==> config.mk <==
export PLATFORM = sky130hd
export DESIGN_NAME = wet_dry_crossfade_switcher
export DESIGN_NICKNAME = d
export VERILOG_FILES = /design/src/rtl/core/wdcs_pkg.sv /design/src/rtl/core/wet_dry_crossfade_switcher.sv /design/src/rtl/core/wdcs_ctrl.sv /design/src/rtl/core/wdcs_dp.sv
export SDC_FILE = /design/constraint.sdc
export NUM_CORES = 2
export LEC_CHECK = 0
export BUFFER_PORTS_ARGS = -buffer_cell sky130_fd_sc_hd__buf_2
export CAP_MARGIN = 20
export CELL_PAD_IN_SITES_DETAIL_PLACEMENT = 0
export CELL_PAD_IN_SITES_GLOBAL_PLACEMENT = 1
export CORE_MARGIN = 5
export CORE_UTILIZATION = 45
export CTS_BUF_LIST = sky130_fd_sc_hd__clkbuf_16
export DETAILED_ROUTE_END_ITERATION = 12
export GPL_ROUTABILITY_DRIVEN = 0
export PLACE_DENSITY_LB_ADDON = 0.2
export SYNTH_ARGS = -nofsm -noshare
export SYNTH_HDL_FRONTEND = slang
export SYNTH_SLANG_ARGS = --single-unit
==> constraint.sdc <==
create_clock -name i_clk -period 25.6 [get_ports i_clk]
set_clock_uncertainty 0.05 [all_clocks]
set_input_delay 1.28 -clock i_clk [delete_from_list [all_inputs] [get_ports i_clk]]
set_output_delay 1.28 -clock i_clk [all_outputs]
set_load 0.01 [all_outputs]
==> src/rtl/core/wdcs_pkg.sv <==
// Shared types and constants for the wet/dry crossfade switcher.
// No dependencies; imported by every module of the block.
`default_nettype none

package wdcs_pkg;

    localparam int GAIN_W    = 24;
    localparam int FRAC_BITS = 23;
    localparam int EFF_W     = 3;
    localparam int APB_AW    = 3;
    localparam int APB_DW    = 32;

    localparam logic [GAIN_W-1:0] GAIN_ONE = 24'h800000;
    localparam logic [GAIN_W-1:0] HALF_LSB = 24'h400000;

    localparam logic [GAIN_W-1:0] WET_STEP_RST     = 24'd17476;
    localparam logic [GAIN_W-1:0] THERMAL_STEP_RST = 24'd8738;

    localparam logic [APB_AW-1:0] ADDR_WET_STEP     = 3'd0;
    localparam logic [APB_AW-1:0] ADDR_THERMAL_STEP = 3'd4;

    localparam logic [EFF_W-1:0] EFF_TUNER = 3'd0;

    typedef enum logic [1:0] {
        FADE_STEADY = 2'd0,
        FADE_OUT    = 2'd1,
        FADE_IN     = 2'd2
    } t_fade;

    typedef enum logic [1:0] {
        HEAT_NORMAL = 2'd0,
        HEAT_FADING = 2'd1,
        HEAT_MUTED  = 2'd2
    } t_heat;

    typedef enum logic [2:0] {
        ST_IDLE,
        ST_MIX_L,
        ST_MIX_R,
        ST_SCALE_L,
        ST_SCALE_R,
        ST_DONE
    } t_state;

    typedef enum logic [2:0] {
        OP_NONE,
        OP_MIX_L,
        OP_MIX_R,
        OP_SCALE_L,
        OP_SCALE_R
    } t_mul_op;

    typedef struct packed {
        logic    load;
        t_mul_op op;
        logic    commit;
    } t_dp_cmd;

endpackage

`default_nettype wire

==> src/rtl/core/wet_dry_crossfade_switcher.sv <==
// Wet/dry crossfade switcher with thermal fade-out: top level.
// Holds the APB register file and ties wdcs_ctrl to wdcs_dp; uses wdcs_pkg.
//
// Usage:
//  - s_axis carries one item per transfer. tuser is the item kind (0 sample,
//    1 control). A sample yields a clamped, thermally scaled stereo mix; a
//    control item requests an effect/bypass setting or a thermal shutdown.
//  - m_axis returns exactly one result per accepted item, in order.
//  - A sample steps the shared 25x25 gain multiplier through its products (two
//    wet-gain products, two thermal products), then the result state; the
//    next item is taken only after that, so items never overlap. A control
//    item goes straight from accept to the result state.
//  - The output register holds a finished result while the next item is
//    taken and computed; if the receiver stalls, the block waits in the
//    result cycle and s_axis_tready stays low until the register frees.
//  - APB: wet_step at 0x0, thermal_step at 0x4; write only while idle.
//  - Synchronous reset restores unity thermal gain, tuner selected, zero
//    wet gain and the default step values; no clearing pass is needed.
`default_nettype none

module wet_dry_crossfade_switcher
    import wdcs_pkg::*;
#(
    parameter int NUM_EFFECTS = 5,
    parameter int SAMPLE_BITS = 24
) (
    input  wire logic                    i_clk,
    input  wire logic                    i_rst_n,
    // dry_sample, wet_left, wet_right, effect_req, bypass_req,
    // thermal_shutdown (lowest bits first), zero padded to bytes
    input  wire logic [((3*SAMPLE_BITS+5+7)/8)*8-1:0] s_axis_tdata,
    // mode
    input  wire logic                    s_axis_tuser,
    input  wire logic                    s_axis_tvalid,
    output logic                         s_axis_tready,
    // left_out, right_out, effect_enable, active_effect, active_bypass,
    // fade_state, thermal_state (lowest bits first), zero padded to bytes
    output logic [((2*SAMPLE_BITS+9+7)/8)*8-1:0] m_axis_tdata,
    output logic                         m_axis_tvalid,
    input  wire logic                    m_axis_tready,
    input  wire logic                    psel,
    input  wire logic                    penable,
    input  wire logic                    pwrite,
    input  wire logic [APB_AW-1:0]       paddr,
    input  wire logic [APB_DW-1:0]       pwdata,
    output logic [APB_DW-1:0]            prdata,
    output logic                         pready
);

    localparam int SB        = SAMPLE_BITS;
    localparam int OUT_USED  = 2 * SB + 9;
    localparam int OUT_W     = ((OUT_USED + 7) / 8) * 8;

    logic [GAIN_W-1:0] r_wet_step;
    logic [GAIN_W-1:0] r_thermal_step;
    logic              w_wr;

    t_dp_cmd              w_cmd;
    logic signed [SB-1:0] w_left;
    logic signed [SB-1:0] w_right;
    logic                 w_en;
    logic [EFF_W-1:0]     w_eff;
    logic                 w_byp;
    logic [1:0]           w_fade;
    logic [1:0]           w_heat;

    assign pready = 1'b1;
    assign w_wr   = psel && penable && pwrite;

    always_ff @(posedge i_clk) begin
        if (!i_rst_n) begin
            r_wet_step     <= WET_STEP_RST;
            r_thermal_step <= THERMAL_STEP_RST;
        end else if (w_wr) begin
            if (paddr == ADDR_WET_STEP) begin
                r_wet_step <= pwdata[GAIN_W-1:0];
            end
            if (paddr == ADDR_THERMAL_STEP) begin
                r_thermal_step <= pwdata[GAIN_W-1:0];
            end
        end
    end

    always_comb begin
        unique case (paddr)
            ADDR_WET_STEP:     prdata = {{(APB_DW - GAIN_W){1'b0}}, r_wet_step};
            ADDR_THERMAL_STEP: prdata = {{(APB_DW - GAIN_W){1'b0}}, r_thermal_step};
            default:           prdata = '0;
        endcase
    end

    wdcs_ctrl u_ctrl (
        .i_clk     (i_clk),
        .i_rst_n   (i_rst_n),
        .i_s_valid (s_axis_tvalid),
        .i_s_mode  (s_axis_tuser),
        .o_s_ready (s_axis_tready),
        .i_m_ready (m_axis_tready),
        .o_m_valid (m_axis_tvalid),
        .o_cmd     (w_cmd)
    );

    wdcs_dp #(
        .NUM_EFFECTS (NUM_EFFECTS),
        .SAMPLE_BITS (SAMPLE_BITS)
    ) u_dp (
        .i_clk          (i_clk),
        .i_rst_n        (i_rst_n),
        .i_cmd          (w_cmd),
        .i_mode         (s_axis_tuser),
        .i_dry          (s_axis_tdata[SB-1:0]),
        .i_wet_l        (s_axis_tdata[2*SB-1:SB]),
        .i_wet_r        (s_axis_tdata[3*SB-1:2*SB]),
        .i_req_eff      (s_axis_tdata[3*SB+2:3*SB]),
        .i_req_byp      (s_axis_tdata[3*SB+3]),
        .i_shut         (s_axis_tdata[3*SB+4]),
        .i_wet_step     (r_wet_step),
        .i_thermal_step (r_thermal_step),
        .o_left         (w_left),
        .o_right        (w_right),
        .o_en           (w_en),
        .o_eff          (w_eff),
        .o_byp          (w_byp),
        .o_fade         (w_fade),
        .o_heat         (w_heat)
    );

    assign m_axis_tdata = {{(OUT_W - OUT_USED){1'b0}}, w_heat, w_fade, w_byp, w_eff, w_en,
                           w_right, w_left};

endmodule

`default_nettype wire

==> src/rtl/core/wdcs_ctrl.sv <==
// Sequencer for the switcher: steps the shared multiplier through one item
// and owns the output valid flag. Depends on wdcs_pkg.
`default_nettype none

module wdcs_ctrl
    import wdcs_pkg::*;
(
    input  wire logic    i_clk,
    input  wire logic    i_rst_n,
    input  wire logic    i_s_valid,
    input  wire logic    i_s_mode,
    output logic         o_s_ready,
    input  wire logic    i_m_ready,
    output logic         o_m_valid,
    output t_dp_cmd      o_cmd
);

    t_state r_state;
    t_state n_state;
    logic   r_out_valid;
    logic   n_out_valid;
    logic   w_out_free;
    logic   w_accept;

    assign w_out_free = !r_out_valid || i_m_ready;
    assign w_accept   = i_s_valid && (r_state == ST_IDLE);

    always_comb begin
        n_state = r_state;
        unique case (r_state)
            ST_IDLE: begin
                if (i_s_valid) begin
                    n_state = i_s_mode ? ST_DONE : ST_MIX_L;
                end
            end
            ST_MIX_L:   n_state = ST_MIX_R;
            ST_MIX_R:   n_state = ST_SCALE_L;
            ST_SCALE_L: n_state = ST_SCALE_R;
            ST_SCALE_R: n_state = ST_DONE;
            ST_DONE: begin
                if (w_out_free) begin
                    n_state = ST_IDLE;
                end
            end
            default:    n_state = ST_IDLE;
        endcase
    end

    always_comb begin
        o_s_ready   = 1'b0;
        o_cmd.load  = 1'b0;
        o_cmd.op    = OP_NONE;
        o_cmd.commit = 1'b0;
        unique case (r_state)
            ST_IDLE: begin
                o_s_ready  = 1'b1;
                o_cmd.load = i_s_valid;
            end
            ST_MIX_L:   o_cmd.op = OP_MIX_L;
            ST_MIX_R:   o_cmd.op = OP_MIX_R;
            ST_SCALE_L: o_cmd.op = OP_SCALE_L;
            ST_SCALE_R: o_cmd.op = OP_SCALE_R;
            ST_DONE:    o_cmd.commit = w_out_free;
            default:    o_cmd.op = OP_NONE;
        endcase
    end

    always_comb begin
        if (o_cmd.commit) begin
            n_out_valid = 1'b1;
        end else begin
            n_out_valid = r_out_valid && !i_m_ready;
        end
    end

    always_ff @(posedge i_clk) begin
        if (!i_rst_n) begin
            r_state     <= ST_IDLE;
            r_out_valid <= 1'b0;
        end else begin
            r_state     <= n_state;
            r_out_valid <= n_out_valid;
        end
    end

    assign o_m_valid = r_out_valid;

    a_commit_into_free: assert property (@(posedge i_clk) disable iff (!i_rst_n)
        o_cmd.commit |-> (!r_out_valid || i_m_ready))
        else $error("result committed over an untaken transfer");

    a_accept_busy: assert property (@(posedge i_clk) disable iff (!i_rst_n)
        w_accept |=> (r_state != ST_IDLE))
        else $error("sequencer stayed idle after accepting an item");

    a_scale_to_done: assert property (@(posedge i_clk) disable iff (!i_rst_n)
        (r_state == ST_SCALE_R) |=> (r_state == ST_DONE))
        else $error("sample path skipped the result stage");

endmodule

`default_nettype wire

==> src/rtl/core/wdcs_dp.sv <==
// Datapath: input capture, shared gain multiplier with rounding and clamp,
// switch/fade/thermal state and the output register. Depends on wdcs_pkg.
`default_nettype none

module wdcs_dp
    import wdcs_pkg::*;
#(
    parameter int NUM_EFFECTS = 5,
    parameter int SAMPLE_BITS = 24
) (
    input  wire logic                          i_clk,
    input  wire logic                          i_rst_n,
    input  wire t_dp_cmd                       i_cmd,
    input  wire logic                          i_mode,
    input  wire logic signed [SAMPLE_BITS-1:0] i_dry,
    input  wire logic signed [SAMPLE_BITS-1:0] i_wet_l,
    input  wire logic signed [SAMPLE_BITS-1:0] i_wet_r,
    input  wire logic [EFF_W-1:0]              i_req_eff,
    input  wire logic                          i_req_byp,
    input  wire logic                          i_shut,
    input  wire logic [GAIN_W-1:0]             i_wet_step,
    input  wire logic [GAIN_W-1:0]             i_thermal_step,
    output logic signed [SAMPLE_BITS-1:0]      o_left,
    output logic signed [SAMPLE_BITS-1:0]      o_right,
    output logic                               o_en,
    output logic [EFF_W-1:0]                   o_eff,
    output logic                               o_byp,
    output logic [1:0]                         o_fade,
    output logic [1:0]                         o_heat
);

    localparam int SB = SAMPLE_BITS;
    localparam int DW = SB + 1;
    localparam int PW = DW + GAIN_W + 1;
    localparam longint unsigned LIM_U = (64'd95 * (64'd1 << (SB - 1)) + 64'd50) / 64'd100;
    localparam logic signed [SB+1:0] LIM_P  = (SB + 2)'(LIM_U);
    localparam logic signed [PW-1:0] HALF_P = PW'(HALF_LSB);

    // captured item
    logic                 r_is_ctrl;
    logic signed [SB-1:0] r_x;
    logic signed [DW-1:0] r_dl;
    logic signed [DW-1:0] r_dr;
    logic                 r_en;
    logic [EFF_W-1:0]     r_req_eff;
    logic                 r_req_byp;
    logic                 r_shut;

    // arithmetic pipeline
    logic signed [PW-1:0] r_prod;
    logic signed [SB-1:0] r_ml;
    logic signed [SB-1:0] r_mr;
    logic signed [SB-1:0] r_left;

    // switch state
    logic [GAIN_W-1:0] r_wg,      n_wg;
    logic [GAIN_W-1:0] r_tg,      n_tg;
    logic [EFF_W-1:0]  r_cur_eff, n_cur_eff;
    logic              r_cur_byp, n_cur_byp;
    logic [EFF_W-1:0]  r_nxt_eff, n_nxt_eff;
    logic              r_nxt_byp, n_nxt_byp;
    t_fade             r_fade,    n_fade;
    t_heat             r_heat,    n_heat;

    // output register
    logic signed [SB-1:0] r_o_left;
    logic signed [SB-1:0] r_o_right;
    logic                 r_o_en;
    logic [EFF_W-1:0]     r_o_eff;
    logic                 r_o_byp;
    t_fade                r_o_fade;
    t_heat                r_o_heat;

    logic                   w_live_now;
    logic                   w_cur_live;
    logic                   w_eff_oob;
    logic signed [DW-1:0]   w_a;
    logic signed [GAIN_W:0] w_b;
    logic signed [PW-1:0]   w_sum;
    logic signed [PW-1:0]   w_shr;
    logic signed [DW-1:0]   w_rnd;
    logic signed [SB+1:0]   w_mix;
    logic signed [SB+1:0]   w_clamp;
    logic [GAIN_W:0]        w_wsum;
    logic                   w_zero;

    assign w_live_now = (r_cur_eff != EFF_TUNER) && !(r_cur_byp && (r_fade == FADE_STEADY));
    assign w_cur_live = (r_cur_eff != EFF_TUNER) && !r_cur_byp;
    assign w_eff_oob  = {1'b0, i_req_eff} >= (EFF_W + 1)'(NUM_EFFECTS);

    always_ff @(posedge i_clk) begin
        if (i_cmd.load) begin
            r_is_ctrl <= i_mode;
            r_x       <= i_dry;
            r_en      <= w_live_now;
            r_dl      <= w_live_now ? ({i_wet_l[SB-1], i_wet_l} - {i_dry[SB-1], i_dry})
                                    : '0;
            r_dr      <= w_live_now ? ({i_wet_r[SB-1], i_wet_r} - {i_dry[SB-1], i_dry})
                                    : '0;
            r_req_eff <= w_eff_oob ? EFF_TUNER : i_req_eff;
            r_req_byp <= i_req_byp;
            r_shut    <= i_shut;
        end
    end

    always_comb begin
        unique case (i_cmd.op)
            OP_MIX_L: begin
                w_a = r_dl;
                w_b = {1'b0, r_wg};
            end
            OP_MIX_R: begin
                w_a = r_dr;
                w_b = {1'b0, r_wg};
            end
            OP_SCALE_L: begin
                w_a = {r_ml[SB-1], r_ml};
                w_b = {1'b0, r_tg};
            end
            OP_SCALE_R: begin
                w_a = {r_mr[SB-1], r_mr};
                w_b = {1'b0, r_tg};
            end
            default: begin
                w_a = '0;
                w_b = '0;
            end
        endcase
    end

    // round to nearest, ties up: floor((p + half) / 2^23)
    assign w_sum = r_prod + HALF_P;
    assign w_shr = w_sum >>> FRAC_BITS;
    assign w_rnd = w_shr[DW-1:0];
    assign w_mix = {{2{r_x[SB-1]}}, r_x} + {w_rnd[DW-1], w_rnd};

    always_comb begin
        if (w_mix > LIM_P) begin
            w_clamp = LIM_P;
        end else if (w_mix < -LIM_P) begin
            w_clamp = -LIM_P;
        end else begin
            w_clamp = w_mix;
        end
    end

    always_ff @(posedge i_clk) begin
        if (i_cmd.op != OP_NONE) begin
            r_prod <= w_a * w_b;
        end
        if (i_cmd.op == OP_MIX_R) begin
            r_ml <= w_clamp[SB-1:0];
        end
        if (i_cmd.op == OP_SCALE_L) begin
            r_mr <= w_clamp[SB-1:0];
        end
        if (i_cmd.op == OP_SCALE_R) begin
            r_left <= w_rnd[SB-1:0];
        end
    end

    assign w_wsum = {1'b0, r_wg} + {1'b0, i_wet_step};
    assign w_zero = r_is_ctrl || (r_heat == HEAT_MUTED);

    always_comb begin
        n_wg      = r_wg;
        n_tg      = r_tg;
        n_cur_eff = r_cur_eff;
        n_cur_byp = r_cur_byp;
        n_nxt_eff = r_nxt_eff;
        n_nxt_byp = r_nxt_byp;
        n_fade    = r_fade;
        n_heat    = r_heat;
        if (i_cmd.commit) begin
            if (r_is_ctrl) begin
                if (r_shut) begin
                    if (r_heat == HEAT_NORMAL) begin
                        n_heat = HEAT_FADING;
                        n_tg   = GAIN_ONE;
                    end
                end else if (r_heat == HEAT_NORMAL) begin
                    if ((r_req_eff != r_nxt_eff) || (r_req_byp != r_nxt_byp)) begin
                        n_nxt_eff = r_req_eff;
                        n_nxt_byp = r_req_byp;
                        if ((r_wg != '0) && w_cur_live) begin
                            n_fade = FADE_OUT;
                        end else begin
                            n_cur_eff = r_req_eff;
                            n_cur_byp = r_req_byp;
                            n_wg      = '0;
                            n_fade    = ((r_req_eff != EFF_TUNER) && !r_req_byp) ? FADE_IN
                                                                                 : FADE_STEADY;
                        end
                    end
                end
            end else if (r_heat == HEAT_FADING) begin
                if (i_thermal_step >= r_tg) begin
                    n_tg   = '0;
                    n_heat = HEAT_MUTED;
                end else begin
                    n_tg = r_tg - i_thermal_step;
                end
            end else if (r_heat == HEAT_NORMAL) begin
                if (r_fade == FADE_OUT) begin
                    if (i_wet_step >= r_wg) begin
                        n_cur_eff = r_nxt_eff;
                        n_cur_byp = r_nxt_byp;
                        n_wg      = '0;
                        n_fade    = ((r_nxt_eff != EFF_TUNER) && !r_nxt_byp) ? FADE_IN
                                                                             : FADE_STEADY;
                    end else begin
                        n_wg = r_wg - i_wet_step;
                    end
                end else if (r_fade == FADE_IN) begin
                    if (w_wsum >= {1'b0, GAIN_ONE}) begin
                        n_wg   = GAIN_ONE;
                        n_fade = FADE_STEADY;
                    end else begin
                        n_wg = w_wsum[GAIN_W-1:0];
                    end
                end
            end
        end
    end

    always_ff @(posedge i_clk) begin
        if (!i_rst_n) begin
            r_wg      <= '0;
            r_tg      <= GAIN_ONE;
            r_cur_eff <= EFF_TUNER;
            r_cur_byp <= 1'b0;
            r_nxt_eff <= EFF_TUNER;
            r_nxt_byp <= 1'b0;
            r_fade    <= FADE_STEADY;
            r_heat    <= HEAT_NORMAL;
        end else begin
            r_wg      <= n_wg;
            r_tg      <= n_tg;
            r_cur_eff <= n_cur_eff;
            r_cur_byp <= n_cur_byp;
            r_nxt_eff <= n_nxt_eff;
            r_nxt_byp <= n_nxt_byp;
            r_fade    <= n_fade;
            r_heat    <= n_heat;
        end
    end

    always_ff @(posedge i_clk) begin
        if (i_cmd.commit) begin
            r_o_left  <= w_zero ? '0 : r_left;
            r_o_right <= w_zero ? '0 : w_rnd[SB-1:0];
            r_o_en    <= w_zero ? 1'b0 : r_en;
            r_o_eff   <= n_cur_eff;
            r_o_byp   <= n_cur_byp;
            r_o_fade  <= n_fade;
            r_o_heat  <= n_heat;
        end
    end

    assign o_left  = r_o_left;
    assign o_right = r_o_right;
    assign o_en    = r_o_en;
    assign o_eff   = r_o_eff;
    assign o_byp   = r_o_byp;
    assign o_fade  = r_o_fade;
    assign o_heat  = r_o_heat;

    a_wet_gain_max: assert property (@(posedge i_clk) disable iff (!i_rst_n)
        r_wg <= GAIN_ONE)
        else $error("wet gain above unity");

    a_muted_silent: assert property (@(posedge i_clk) disable iff (!i_rst_n)
        (r_heat == HEAT_MUTED) |-> (r_tg == '0))
        else $error("muted with nonzero thermal gain");

    a_fade_in_live: assert property (@(posedge i_clk) disable iff (!i_rst_n)
        (r_fade == FADE_IN) |-> ((r_cur_eff != EFF_TUNER) && !r_cur_byp))
        else $error("fading in toward a dry setting");

endmodule

`default_nettype wire
Word-level counts from Yosys, hierarchy flattened --
Index checks and enable logic that the tools add are counted.
Word-level totals: flip-flop bits (word level) 370, bits of input ports 123, output and inout port bits 99, word-level logic and storage cells 177
Cells by class: add/sub/neg operators 7, multipliers 1, $lt $le $gt $ge 6, equal/unequal tests 24, mux-type cells 70, bitwise operators 1, reductions and logical operators 37
Operator list (count):
- two-way mux 24 bit | 18
- one-hot mux 25 bit (4 select lines) | 1
- one-hot mux 24 bit (2 select lines) | 2
- subtractor 24 x 24 -> 25 bit | 2
- adder 48 x 24 -> 48 bit (second input constant) | 1
- greater-or-equal comparator 24 bit | 2
- multiplier 25 x 25 -> 48 bit | 1
- subtractor 24 bit | 2
- two-way mux 2 bit | 20
- two-way mux 3 bit | 13
- adder 24 x 25 -> 26 bit | 1
- > comparator 26 x 24 -> 1 bit (second input constant) | 1
- < comparator 26 x 24 -> 1 bit (second input constant) | 1
- adder 24 x 24 -> 25 bit | 1
- greater-or-equal comparator 25 x 24 -> 1 bit (second input constant) | 1
- nonzero test 24 bit | 1
- one-hot mux 3 bit (6 select lines) | 1
- nonzero test 3 bit | 5
- two-way mux 1 bit | 14
- equality test 3 x 2 -> 1 bit (second input constant) | 4
- equality test 3 bit (second input constant) | 4
- != test 2 bit (second input constant) | 6
- one-hot mux 3 bit (4 select lines) | 1
- logical AND 1 bit | 9
- 18 further kinds | 34

Depth between registers and ports, before layout --
depth after elaboration 9, depth in mapped cells 35, gate-level depth less buffers 30

Modules after synthesis --
A second synthesis with hierarchy kept.
Second synthesis, totals: cells, all modules 4498, area, all modules 41925.2 µm²
By module, submodules not included:
- wdcs_dp | instances 1, cells an instance 4221, area an instance 39332.7 µm², sequential area each 8287.9 µm²
- wet_dry_crossfade_switcher | instances 1, cells an instance 246, area an instance 2312.2 µm², sequential area each 960.9 µm²
- wdcs_ctrl | instances 1, cells an instance 31, area an instance 280.3 µm², sequential area each 80.1 µm²

Worst setup path after synthesis --
Ideal clock, no wire load.
kind register -> register, start point reg u_ctrl.r_state[2], end point reg u_dp.r_prod[46] (data pin), library setup time 0.264 ns, arrival time 8.644 ns, required time 25.286 ns, path slack 16.642 ns, cell stages (with the launch flop) 33, path buffers 5, period minus slack after synthesis 8.958 ns, cell sequence dfxtp_1 -> buf_2 -> clkbuf_1 -> nor3b_1 -> clkbuf_1 -> clkbuf_1 -> clkbuf_1 -> a221o_1 -> nand2_1 -> fa_1 -> inv_1 -> fa_1 -> inv_1 -> fa_1 -> fa_1 -> inv_1 -> fa_1 -> fa_1 -> inv_1 -> fa_1 -> inv_1 -> ha_1 -> a21oi_1 -> nor2_1 -> a2111oi_0 -> o221ai_1 -> a22o_1 -> o21ai_1 -> a21oi_1 -> or2_1 -> a21oi_2 -> nor4b_1 -> nor4_1
Between the ends: cells in the longest elaborated chain, start to end 6, elaborated cells between the ends (all ways) 14, those cells by class 1 x mul; 8 x eq/ne; 3 x mux; 2 x reduce/logical
RTL lines:
- start, declared | line wdcs_ctrl.sv:18 | t_state r_state;
- start signal, assigned | line wdcs_ctrl.sv:81 | r_state <= n_state;
- equality test 3 bit (tied with other cells) | line wdcs_ctrl.sv:54 | unique case (r_state)
- one-hot mux 3 bit (4 select lines) * | line wdcs_ctrl.sv:54
- equality test 3 bit (tied with other cells) | line wdcs_dp.sv:107 | unique case (i_cmd.op)
- OR reduction 2 bit (no source line)
- one-hot mux 24 bit (2 select lines) | line wdcs_dp.sv:107
- multiplier 25 x 25 -> 48 bit * | line wdcs_dp.sv:149 | r_prod <= w_a * w_b;
- end signal, assigned | line wdcs_dp.sv:149
- end, declared | line wdcs_dp.sv:50 | logic signed [PW-1:0] r_prod;
Every way passes the cells marked *; elsewhere a longest branch is shown, timed or not. A chain may end at the register's enable or synchronous reset.

Final worst setup path --
start point reg u_ctrl.r_state[1], end point reg u_dp.r_prod[46] (data pin)
Same word-level chain as after synthesis.

==> results.toml <==
[logic_synthesis]
syn_area_sq_um = 41850
synth_area_leaders = "fa_1, edfxtp_1, ha_1"
synth_warnings = 0
synth_area_per_cell_sq_um = 9.311
async_flop_share_pct = 0
yosys.area.top_type_share_pct = 29.76
yosysTopAreaCell = "fa_1"
synth-seq-cells = 348
synthFlopType = "edfxtp_1"
synth_most_common_cell = "inv_1"
synthCells = 4494
synth_common_cells = "inv_1, fa_1, nor2_1"
synth-edff-count = 236
synth.distinct_cells = 80
ys_seq_area_share_pct = 22.29

[clocking]
cts_buffers = 43
clk_pin_slew_ps = 60
cts_tree = "done"
postCtsSetupBuffers = 0
cts_num_sinks = 348
cts_htree_levels = 2
cts_root_buffer = "clkbuf_16"
hold_buffers = 0
clk_latency_ps = 620
cts_resized = 0
cts_buffer_depth = 3

[finish]
top_register = "u_dp.r_prod"
design_area_sq_um = 45910
postLayoutCoreUtil_pct = 49.93
fin_nets = 5663
final_layout_size_suffix_gt1_share_pct = 8.589
top_regs = "u_dp.r_prod: 26 flops, u_dp.r_dl: 25 flops, u_dp.r_dr: 25 flops"
largest_reg_flops = 26
diodes = 0
syn2layout_area_growth_pct = 9.715

[detailed_routing]
vias = 32142
wire_per_inst_um = 21.44
routed_wl_mm = 126.8
drt_pass1_iterations = 5
vias_per_cell = 5.437
drt-initial-drc-count = 2213
drc = 0
ant_nets = 0

[worst_hold_path]
hp-class = "reg2reg"
min_from = "r_thermal_step[14]"

[grt]
overflow = 0
gr-usage-all-layers_pct = 26.12
grt_pass1_wl_mm = 199.9
grt_pass1_vias = 33961
antenna_found_initial = 1
grt_start_max_net_pins = 116

[sta]
setup_total_negative_slack_ps = 0
rsz0062_at_grt = "no"
setup_viol = 0
period_minus_slack_ps = 10290
whs_ps = 430.2
worst_slew_pin_slew_ps = 1137
hold_viol_final = 0
min_period_over_period_pct = 40.21
max_clock_freq_ghz = 0.09714
maxSlewViolCount = 0
relSlewSlack_pct = 24.19

[placement]
place_hpwl_mm = 99.55
postPlaceCellArea_sq_um = 44380
port_buffers = 194

[setup_path]
cpMaxStageDelayCell = "or2_2"
arrival_ps = 10600
r2r_start = "u_ctrl.r_state[1]"
start_kind = "register"
crit_path_max_fanout = 70
crit_type = "reg2reg"
cpPeakStageDelay_ps = 760
worst_ep_required_time_ps = 25910
critPathMostFrequentCell = "fa_1"
crit_start = "u_ctrl.r_state[1]"
end_kind = "register"

[power_and_ir_drop]
p_per_area_nw_per_um2 = 43.57
ir_drop_uv = 57.82
p_comb_share_pct = 31.8
switching_power_w = 0.0007390
switching_share_pct = 36.94
seq_power_share_pct = 36.0
internal_power_w = 0.001261
leakage_nw = 21.23
power_w = 0.002000
power_frac_clock_pct = 32.2

[floorplan]
start_util_pct = 45.51
die-area_sq_um = 99190
pin_count = 222
core_sq_um = 91940
placementRows = 111
die_x_um = 314.9
die_h_um = 314.9

[status]
status = "finished, final reports clean"

[job]
maxCapViolations = 0
[area by class of cell]
class / count / area, sq um
multi-input combinational: 3130 / 28780
clock buffer: 43 / 1076
inverter: 831 / 3119
tap: 1243 / 1555
timing repair buffer: 280 / 1635
sequential: 348 / 9329
fill: 8910 / 46030
clock inverter: 37 / 414.1
[worst max-delay path, delay by kind of cell, from the launching register on]
kind                       cells  cell delay (ps)
and+or+nand+nor                7             1880
buffers and inverters          7             1210
DFF                            1              710
AOI/OAI and AO/OA              8             2360
adders and majority gates      8             3810
[routing by layer]
metal / global-route usage, % / part of all wire, % / vias up
met5: 0 / 0 / -
met1: 35.08 / 43 / 16178
met2: 43.68 / 47 / 971
li1: - / - / 14767
met4: 7.818 / 3.4 / 0
met3: 4.450 / 6.5 / 226
[layout by cell type, fill, tap and decap left out, types with 48 or more instances in the layout]
cell	count
a21boi_0	48
a21o_1	53
a21oi_1	125
a22o_1	69
a22oi_1	68
and2_1	69
buf_2	194
buf_4	83
dfxtp_1	112
edfxtp_1	236
fa_1	622
ha_1	284
inv_1	838
nand2_1	454
nor2_1	465
nor2b_1	80
o21ai_0	108
xnor2_1	106
xor2_1	52
[metrics by stage]
stage	setup WS, ps	cells
2_1_floorplan	16640	4508
3_3_place_gp	15390	5829
3_5_place_dp	15340	5829
4_1_cts	15350	5909
5_1_grt	14610	5912
6_report	15310	5912
[power groups by stage]
stage | Sequential, W | Combinational (W) | Clock, W
after global routing | 0.000725 | 0.000685 | 0.000682
after global placement | 0.000731 | 0.000622 | 0
final | 0.000720 | 0.000635 | 0.000645
after floorplan | 0.000715 | 0.000387 | 0
after detailed placement | 0.000732 | 0.000624 | 0
after CTS | 0.000721 | 0.000628 | 0.000661
[logic make-up (layout without fill, tap and decap cells)]
| kind of cell | count (synthesis) | count (layout) | share of synthesized area (%) |
|---|---|---|---|
| AO/OA/AOI/OAI | 730 | 730 | 12.47 |
| other | 2 | 16 | 0.01795 |
| multiplexers | 13 | 13 | 0.3170 |
| flip-flops | 348 | 348 | 22.29 |
| adder cells (fa/ha/maj) | 906 | 906 | 38.25 |
| AND/OR/NAND/NOR | 1307 | 1307 | 13.93 |
| buffers and inverters | 1030 | 1191 | 9.416 |
| XOR/XNOR | 158 | 158 | 3.307 |
[path summary, 6_finish.rpt]
kind	endpoint	slack [ps]	cells past startpoint
max	u_dp.r_prod[46]	15310	30
min	r_thermal_step[14]	430	2
max reg2reg	u_dp.r_prod[46]	15310	30
min reg2reg	r_thermal_step[14]	430	2
(Power assumes the default switching activity.)
